--- config.mk ---
export PLATFORM = sky130hd
export DESIGN_NAME = spectral_energy_transient_detector
export DESIGN_NICKNAME = d
export VERILOG_FILES = /design/src/rtl/core/setd_pkg.sv /design/src/rtl/core/spectral_energy_transient_detector.sv /design/src/rtl/core/setd_accum.sv /design/src/rtl/core/setd_cell.sv
export SDC_FILE = /design/constraint.sdc
export NUM_CORES = 2
export LEC_CHECK = 0
export BUFFER_PORTS_ARGS = -buffer_cell sky130_fd_sc_hd__buf_2
export CAP_MARGIN = 20
export CORE_ASPECT_RATIO = 0.75
export CORE_MARGIN = 5
export CORE_UTILIZATION = 59
export DETAILED_ROUTE_END_ITERATION = 8
export GPL_TIMING_DRIVEN = 0
export PLACE_DENSITY = 0.79
export SYNTH_ARGS = -nofsm -noshare
export SYNTH_HDL_FRONTEND = slang
export SYNTH_HIERARCHICAL = 1
export SYNTH_SLANG_ARGS = --single-unit
--- constraint.sdc ---
create_clock -name clk_i -period 7.6 [get_ports clk_i]
set_input_delay 1.52 -clock clk_i [delete_from_list [all_inputs] [get_ports clk_i]]
set_output_delay 1.52 -clock clk_i [all_outputs]
set_load 0.005 [all_outputs]
--- src/rtl/core/setd_pkg.sv ---
// Shared types and constants for the spectral energy transient detector.
// No dependencies; imported by every module of the block.
`timescale 1ns / 1ps

package setd_pkg;

  localparam int unsigned EnergyW = 32;
  localparam int unsigned IndexW  = 16;
  localparam int unsigned MagW    = 16;
  localparam int unsigned ThrW    = 12;
  localparam int unsigned LockW   = 8;
  localparam int unsigned CfgIdxW = 8;
  localparam int unsigned CfgDataW = 12;
  localparam int unsigned FracW   = 8;

  localparam logic [CfgIdxW-1:0] CfgThreshold = 8'd0;
  localparam logic [CfgIdxW-1:0] CfgLockout   = 8'd1;

  localparam logic [ThrW-1:0]  ThresholdReset = 12'd512;
  localparam logic [LockW-1:0] LockoutReset   = 8'd10;

  // Completed frame handed from the accumulator to the history cells.
  typedef struct packed {
    logic [EnergyW-1:0] energy;
    logic               clear;
    logic [IndexW-1:0]  index;
  } frame_t;

endpackage

--- src/rtl/core/spectral_energy_transient_detector.sv ---
// Top level of the spectral energy transient detector: config registers,
// history cell chain, detection and lockout, output register.
// Depends on setd_pkg, setd_accum and setd_cell.
`timescale 1ns / 1ps

// Usage:
// Bins enter on the input channel (bin_magnitude_i, last_bin_i, restart_i),
// one per cycle. Each bin is added to a saturating frame sum; a bin with
// last_bin_i set closes the frame and yields exactly one result
// (transient_o, frame_index_o) on the output channel. Other bins yield none.
// restart_i on a bin clears the history and the frame count before that bin
// is summed; the lockout counter keeps running across a restart.
// A closed frame is registered in the accumulator and then at the output.
// Throughput: one bin per cycle while in_ready_o is high. The compare and
// threshold multiply after the cell chain (detect stage) are combinational.
// The history is a chain of SPREAD-1 cells that shift once per frame.
// Stall: while the output waits, one more completed frame is held; once that
// slot is full, in_ready_o drops until the receiver takes the result.
// Configuration: index 0 threshold_ratio (Q4.8), index 1 lockout_frames;
// other indexes are ignored. cfg_ready_o is always high.
// Reset: history, sums, counts and lockout clear; registers take 512 and 10.

module spectral_energy_transient_detector #(
  parameter int unsigned SPREAD   = 4,
  parameter int unsigned MAG_BITS = 16
) (
  input  logic                          clk_i,
  input  logic                          rst_ni,
  input  logic                          in_valid_i,
  output logic                          in_ready_o,
  input  logic [setd_pkg::MagW-1:0]     bin_magnitude_i,
  input  logic                          last_bin_i,
  input  logic                          restart_i,
  output logic                          out_valid_o,
  input  logic                          out_ready_i,
  output logic                          transient_o,
  output logic [setd_pkg::IndexW-1:0]   frame_index_o,
  input  logic                          cfg_valid_i,
  output logic                          cfg_ready_o,
  input  logic [setd_pkg::CfgIdxW-1:0]  cfg_index_i,
  input  logic [setd_pkg::CfgDataW-1:0] cfg_data_i
);
  import setd_pkg::*;

  localparam int unsigned Cells = SPREAD - 1;
  localparam int unsigned ProdW = EnergyW + ThrW;

  logic [ThrW-1:0]  thr_q, thr_d;
  logic [LockW-1:0] lock_frames_q, lock_frames_d;
  logic [LockW-1:0] lock_q, lock_d;
  logic             out_valid_q, out_valid_d;
  logic             transient_q, transient_d;
  logic [IndexW-1:0] index_q, index_d;

  logic   accept;
  logic   fr_valid;
  logic   fr_take;
  frame_t frame;

  logic [EnergyW-1:0] chain [Cells+1];
  logic [Cells-1:0]   rising;

  logic [ProdW-1:0] lhs;
  logic [ProdW-1:0] rhs;
  logic             hit;

  assign cfg_ready_o = 1'b1;

  always_comb begin
    thr_d         = thr_q;
    lock_frames_d = lock_frames_q;
    if (cfg_valid_i) begin
      case (cfg_index_i)
        CfgThreshold: thr_d = cfg_data_i[ThrW-1:0];
        CfgLockout:   lock_frames_d = cfg_data_i[LockW-1:0];
        default: ;
      endcase
    end
  end

  assign fr_take    = fr_valid && (!out_valid_q || out_ready_i);
  assign in_ready_o = !fr_valid || fr_take;
  assign accept     = in_valid_i && in_ready_o;

  setd_accum #(
    .MAG_BITS(MAG_BITS)
  ) u_accum (
    .clk_i           (clk_i),
    .rst_ni          (rst_ni),
    .accept_i        (accept),
    .bin_magnitude_i (bin_magnitude_i),
    .last_bin_i      (last_bin_i),
    .restart_i       (restart_i),
    .take_i          (fr_take),
    .frame_valid_o   (fr_valid),
    .frame_o         (frame)
  );

  assign chain[0] = frame.energy;

  for (genvar k = 0; k < Cells; k++) begin : g_cell
    setd_cell u_cell (
      .clk_i    (clk_i),
      .rst_ni   (rst_ni),
      .shift_i  (fr_take),
      .clear_i  (frame.clear),
      .energy_i (chain[k]),
      .energy_o (chain[k+1]),
      .rising_o (rising[k])
    );
  end

  // Newest is the incoming frame, oldest is what the last cell hands on.
  assign lhs = {(ThrW - FracW)'(0), frame.energy, FracW'(0)};
  assign rhs = chain[Cells] * {(ProdW - ThrW)'(0), thr_q};
  assign hit = (lock_q == '0) && (&rising) && (lhs > rhs);

  always_comb begin
    lock_d      = lock_q;
    out_valid_d = out_valid_q;
    transient_d = transient_q;
    index_d     = index_q;
    if (out_valid_q && out_ready_i) begin
      out_valid_d = 1'b0;
    end
    if (fr_take) begin
      out_valid_d = 1'b1;
      transient_d = hit;
      index_d     = frame.index;
      if (hit) begin
        lock_d = lock_frames_q;
      end else if (lock_q != '0) begin
        lock_d = lock_q - LockW'(1);
      end
    end
  end

  always_ff @(posedge clk_i or negedge rst_ni) begin
    if (!rst_ni) begin
      thr_q         <= ThresholdReset;
      lock_frames_q <= LockoutReset;
      lock_q        <= '0;
      out_valid_q   <= 1'b0;
    end else begin
      thr_q         <= thr_d;
      lock_frames_q <= lock_frames_d;
      lock_q        <= lock_d;
      out_valid_q   <= out_valid_d;
    end
  end

  always_ff @(posedge clk_i) begin
    transient_q <= transient_d;
    index_q     <= index_d;
  end

  assign out_valid_o   = out_valid_q;
  assign transient_o   = transient_q;
  assign frame_index_o = index_q;

endmodule

--- src/rtl/core/setd_accum.sv ---
// Bin accumulator: saturating frame energy sum, frame counter and frame request register.
// Depends on setd_pkg.
`timescale 1ns / 1ps

module setd_accum #(
  parameter int unsigned MAG_BITS = 16
) (
  input  logic                    clk_i,
  input  logic                    rst_ni,
  input  logic                    accept_i,
  input  logic [setd_pkg::MagW-1:0] bin_magnitude_i,
  input  logic                    last_bin_i,
  input  logic                    restart_i,
  input  logic                    take_i,
  output logic                    frame_valid_o,
  output setd_pkg::frame_t        frame_o
);
  import setd_pkg::*;

  localparam int unsigned UsedW = (MAG_BITS < MagW) ? MAG_BITS : MagW;
  localparam logic [MagW-1:0] MagMask = MagW'((33'd1 << UsedW) - 33'd1);

  logic [EnergyW-1:0] acc_q, acc_d;
  logic [IndexW-1:0]  fc_q, fc_d;
  logic               clr_pend_q, clr_pend_d;
  logic               fr_valid_q, fr_valid_d;
  frame_t             fr_q, fr_d;

  logic [EnergyW-1:0] base_acc;
  logic [EnergyW:0]   sum_wide;
  logic [EnergyW-1:0] sum_sat;
  logic [IndexW-1:0]  base_fc;
  logic               clr;

  always_comb begin
    base_acc = restart_i ? '0 : acc_q;
    sum_wide = {1'b0, base_acc} + {(EnergyW + 1 - MagW)'(0), bin_magnitude_i & MagMask};
    sum_sat  = sum_wide[EnergyW] ? '1 : sum_wide[EnergyW-1:0];
    base_fc  = restart_i ? '0 : fc_q;
    clr      = restart_i | clr_pend_q;

    acc_d      = acc_q;
    fc_d       = fc_q;
    clr_pend_d = clr_pend_q;
    fr_d       = fr_q;
    fr_valid_d = fr_valid_q;
    if (take_i) begin
      fr_valid_d = 1'b0;
    end
    if (accept_i) begin
      if (last_bin_i) begin
        acc_d        = '0;
        fc_d         = base_fc + IndexW'(1);
        clr_pend_d   = 1'b0;
        fr_d.energy  = sum_sat;
        fr_d.clear   = clr;
        fr_d.index   = base_fc;
        fr_valid_d   = 1'b1;
      end else begin
        acc_d      = sum_sat;
        fc_d       = base_fc;
        clr_pend_d = clr;
      end
    end
  end

  always_ff @(posedge clk_i or negedge rst_ni) begin
    if (!rst_ni) begin
      acc_q      <= '0;
      fc_q       <= '0;
      clr_pend_q <= 1'b0;
      fr_valid_q <= 1'b0;
    end else begin
      acc_q      <= acc_d;
      fc_q       <= fc_d;
      clr_pend_q <= clr_pend_d;
      fr_valid_q <= fr_valid_d;
    end
  end

  always_ff @(posedge clk_i) begin
    fr_q <= fr_d;
  end

  assign frame_valid_o = fr_valid_q;
  assign frame_o       = fr_q;

endmodule

--- src/rtl/core/setd_cell.sv ---
// One history cell: holds one frame energy, passes it downstream on a shift.
// Depends on setd_pkg.
`timescale 1ns / 1ps

module setd_cell (
  input  logic                        clk_i,
  input  logic                        rst_ni,
  input  logic                        shift_i,
  input  logic                        clear_i,
  input  logic [setd_pkg::EnergyW-1:0] energy_i,
  output logic [setd_pkg::EnergyW-1:0] energy_o,
  output logic                        rising_o
);
  import setd_pkg::*;

  logic [EnergyW-1:0] energy_q, energy_d;

  // A pending clear makes the cell read as empty before the shift.
  assign energy_o = clear_i ? '0 : energy_q;
  assign rising_o = energy_i > energy_o;
  assign energy_d = shift_i ? energy_i : energy_q;

  always_ff @(posedge clk_i or negedge rst_ni) begin
    if (!rst_ni) begin
      energy_q <= '0;
    end else begin
      energy_q <= energy_d;
    end
  end

endmodule

==> metrics.txt <==
maximum number of pins on one net before global-route repair=91; post-placement setup slack=-2.63 ns; half-perimeter wire length after detailed placement=56.6 mm; Main synth FF type=sky130_fd_sc_hd__dfrtp_1; Max rail drop VDD=0.244 mV; period utilisation layout=1.06; share of synthesized area spent on multiplexers=0.0517; iteration-0 DRC count of the detailed router=2,271; first-pass GRT wire length=121 mm; share of flip-flops with an asynchronous set or reset after synthesis=0.726; commonest non-fill, non-tap cells in the layout=sky130_fd_sc_hd__inv_1 (401), sky130_fd_sc_hd__nand2_1 (399), sky130_fd_sc_hd__fa_1 (274); setup ws final=-0.422 ns; violated checks=negative setup slack; path class of the lowest-slack min-delay path=reg2reg; maximum fanout along the worst path=5; worst hold path cell count=0; floorplan die width=255 um; CTS tree=built; uppermost signal routing layer after detailed routing=met5; status=complete, but fails checks; wirelength, routed=76.9 mm; met2 wire length=35.6 mm; Port Buf Inserts=61; relative slew slack=0.327; minimum clock period after layout=8.02 ns; number of endpoints failing setup at the final stage=9; final antenna-violating net count=0; total overflow reported by the global router=0; Worst path max stage delay=0.59 ns; maximum root-to-sink buffer count=3; leakage power=15.3 nW; number of buffers added to fix hold violations after cts=0; number of flops mapped to enable cells by yosys=66; Max Freq=0.125 GHz; die extent in y=194 um; leading cell type in the layout, fill and taps excluded=sky130_fd_sc_hd__inv_1; number of distinct library cell variants in the gate-level netlist after synthesis=97; worst reg-to-reg path cell count=33; detailed-route DRC error count=0; number of placement rows=67; H-tree levels=1; fill cell total of the finished layout=3,193; via count=21,900; amount of wire on met3 after detailed routing=8.10 mm; final setup skew=0.0176 ns; synthesized-area fraction occupied by adder cells=0.334; final hold violation count=0; required time at the endpoint of the critical path=8.03 ns; detailed-routing iteration count for the pre-antenna-repair pass=5; synthesized-area fraction occupied by and/or/nand/nor cells=0.174; yosys warns=6; cell count after synthesis=2,849; mean post-synth cell area=9.35 um^2; RSZ-0062 raised after global routing=yes; nature of the critical path startpoint=flip-flop; number of maximum-capacitance violations=0; Worst setup EP type=flip-flop; post-route met1 wirelength=30.6 mm; vias in the first global route=23,000; Total Die Area=0.0495 mm^2; combinational family with the most area after synthesis=adder cells; fraction of layout cells with a size suffix above 1=0.228; pins over their slew limit=0; gr usage total=0.301; total power=6.12 mW; Via density=5.98; power density cells=195 mW/mm^2; Mapped Nets=3,422; slowest stage cell on the critical path=sky130_fd_sc_hd__fa_2; Initial Util=0.596; routed length per instance=21.0 um; Top Ports=63; Setup TNS=-3.28 ns; later-pin clock latency in the skew report=0.55 ns; Post-Synth XOR/XNOR Area=0.0227; CTS clk-pin slew, worst paths=0.07 ns; Area Overhead vs Synth=17.7%; core region area=0.0447 mm^2; type of the worst setup path=reg2reg; routability-driven placement congestion ratio=0.971; number of storage elements in the synthesis netlist=241; post-layout util=0.702; sequential share of the synthesized area=0.239; Num Clock Sinks=241; netlist area before placement=0.0266 mm^2; number of buffers created by CTS=26; combined area of the multi-input logic cells=0.0192 mm^2; number of nets in the final layout=3,630; register area=0.00637 mm^2; synthesized-area fraction occupied by ao, oa, aoi and oai cells=0.0928; initial antenna violation count=2; slew at the pin closest to its max-slew limit=1.01 ns; cell with the most instances on the worst path=sky130_fd_sc_hd__fa_2; signal arrival time at the worst endpoint=8.45 ns; CTS Root Cell=sky130_fd_sc_hd__clkbuf_16
[cells in the mapped netlist, types with 60 or more instances]
cell	instances	area, um^2
sky130_fd_sc_hd__inv_1	459	1720
sky130_fd_sc_hd__nand2_1	428	1610
sky130_fd_sc_hd__fa_1	301	6030
sky130_fd_sc_hd__ha_1	229	2870
sky130_fd_sc_hd__dfrtp_1	172	4300
sky130_fd_sc_hd__mux2_2	117	1320
sky130_fd_sc_hd__a21oi_1	116	581
sky130_fd_sc_hd__and2_1	107	669
sky130_fd_sc_hd__nand2b_1	107	669
sky130_fd_sc_hd__clkbuf_1	103	387
sky130_fd_sc_hd__edfxtp_1	66	1980
sky130_fd_sc_hd__nor2_1	60	225
[final timing paths]
check | startpoint | endpoint | slack (ns)
max in group asynchronous | rst_ni | u_accum/acc_q[5] | 5.65
worst min-delay path | u_accum/frame_o[1] | frame_index_o[1] | 0.42
worst min register to register | u_accum/frame_o[1] | frame_index_o[1] | 0.42
min in group asynchronous | rst_ni | thr_q[0] | 0.98
worst max register to register | u_accum/frame_o[16] | lock_q[5] | -0.42
worst max-delay path | u_accum/frame_o[16] | lock_q[5] | -0.42
[logic make-up (layout without fill, tap and decap cells)]
group                      count (synthesis)  count (layout)
muxes                                    123             123
adders and majority gates                530             530
xor gates and xnor gates                  69              69
AOI/OAI and AO/OA                        361             361
buffers and inverters                    590             818
other                                      1               3
DFF                                      241             241
and+or+nand+nor                          934             934
[layer usage]
| metal | track usage | up-vias |
|---|---|---|
| li1 | - | 9670 |
| met1 | 0.410 | 11000 |
| met2 | 0.480 | 1097 |
| met3 | 0.0795 | 203 |
| met4 | 0.0923 | 2 |
| met5 | 0 | - |
[timing repair]
item,in CTS,in global routing
cloned,8,0
gates resized for setup,343,142
endpoints found under the setup margin,9,9
pin swaps,159,87
setup buffers,87,31
[critical path: cells and delay by family (launching register included)]
family,cells,cell delay (ns)
compound gates,8,1.60
simple gates,8,1.44
buf+inv,9,1.06
xor+xnor,1,0.12
fa+ha+maj,7,3.23
flops,1,0.44
[power by group]
| part | total, mW | leakage, nW | switching, mW | internal (mW) |
|---|---|---|---|---|
| combinational | 2.69 | 11.9 | 1.51 | 1.18 |
| clock | 1.47 | 0.465 | 0.572 | 0.898 |
| sequential | 1.96 | 2.91 | 0.253 | 1.71 |
[stage by stage]
stage               area [um^2]  std cells  hold WS (ns)
floorplan                 26600       2849         0.400
global placement          27700       3496         0.406
detailed placement        27700       3497         0.405
CTS                       30700       3633         0.417
global route              31400       3665         0.427
finish                    31400       3665         0.417
[final cells by class]
class	instances	area share
Multi-Input combinational cell	2018	0.613
Sequential cell	241	0.203
Inverter	460	0.0566
Timing Repair Buffer	185	0.0423
Buffer	125	0.0304
Tap cell	586	0.0234
Clock buffer	29	0.0221
Clock inverter	19	0.00910
Antenna cell	2	0.000160
[state kept, by name (all words and copies together) (netlist names)]
| signal | count |
|---|---|
| thr_q | 12 |
| u_accum/acc_q | 32 |
| u_accum/frame_valid_o | 1 |
| lock_frames_q | 8 |
| lock_q | 8 |
| out_valid_o | 1 |
| u_accum/fc_q | 16 |
| u_accum/frame_o | 49 |
| u_accum/clr_pend_q | 1 |
| transient_o | 1 |
| frame_index_o | 16 |
| g_cell.u_cell/energy_q | 96 |
(Power assumes the default switching activity.)
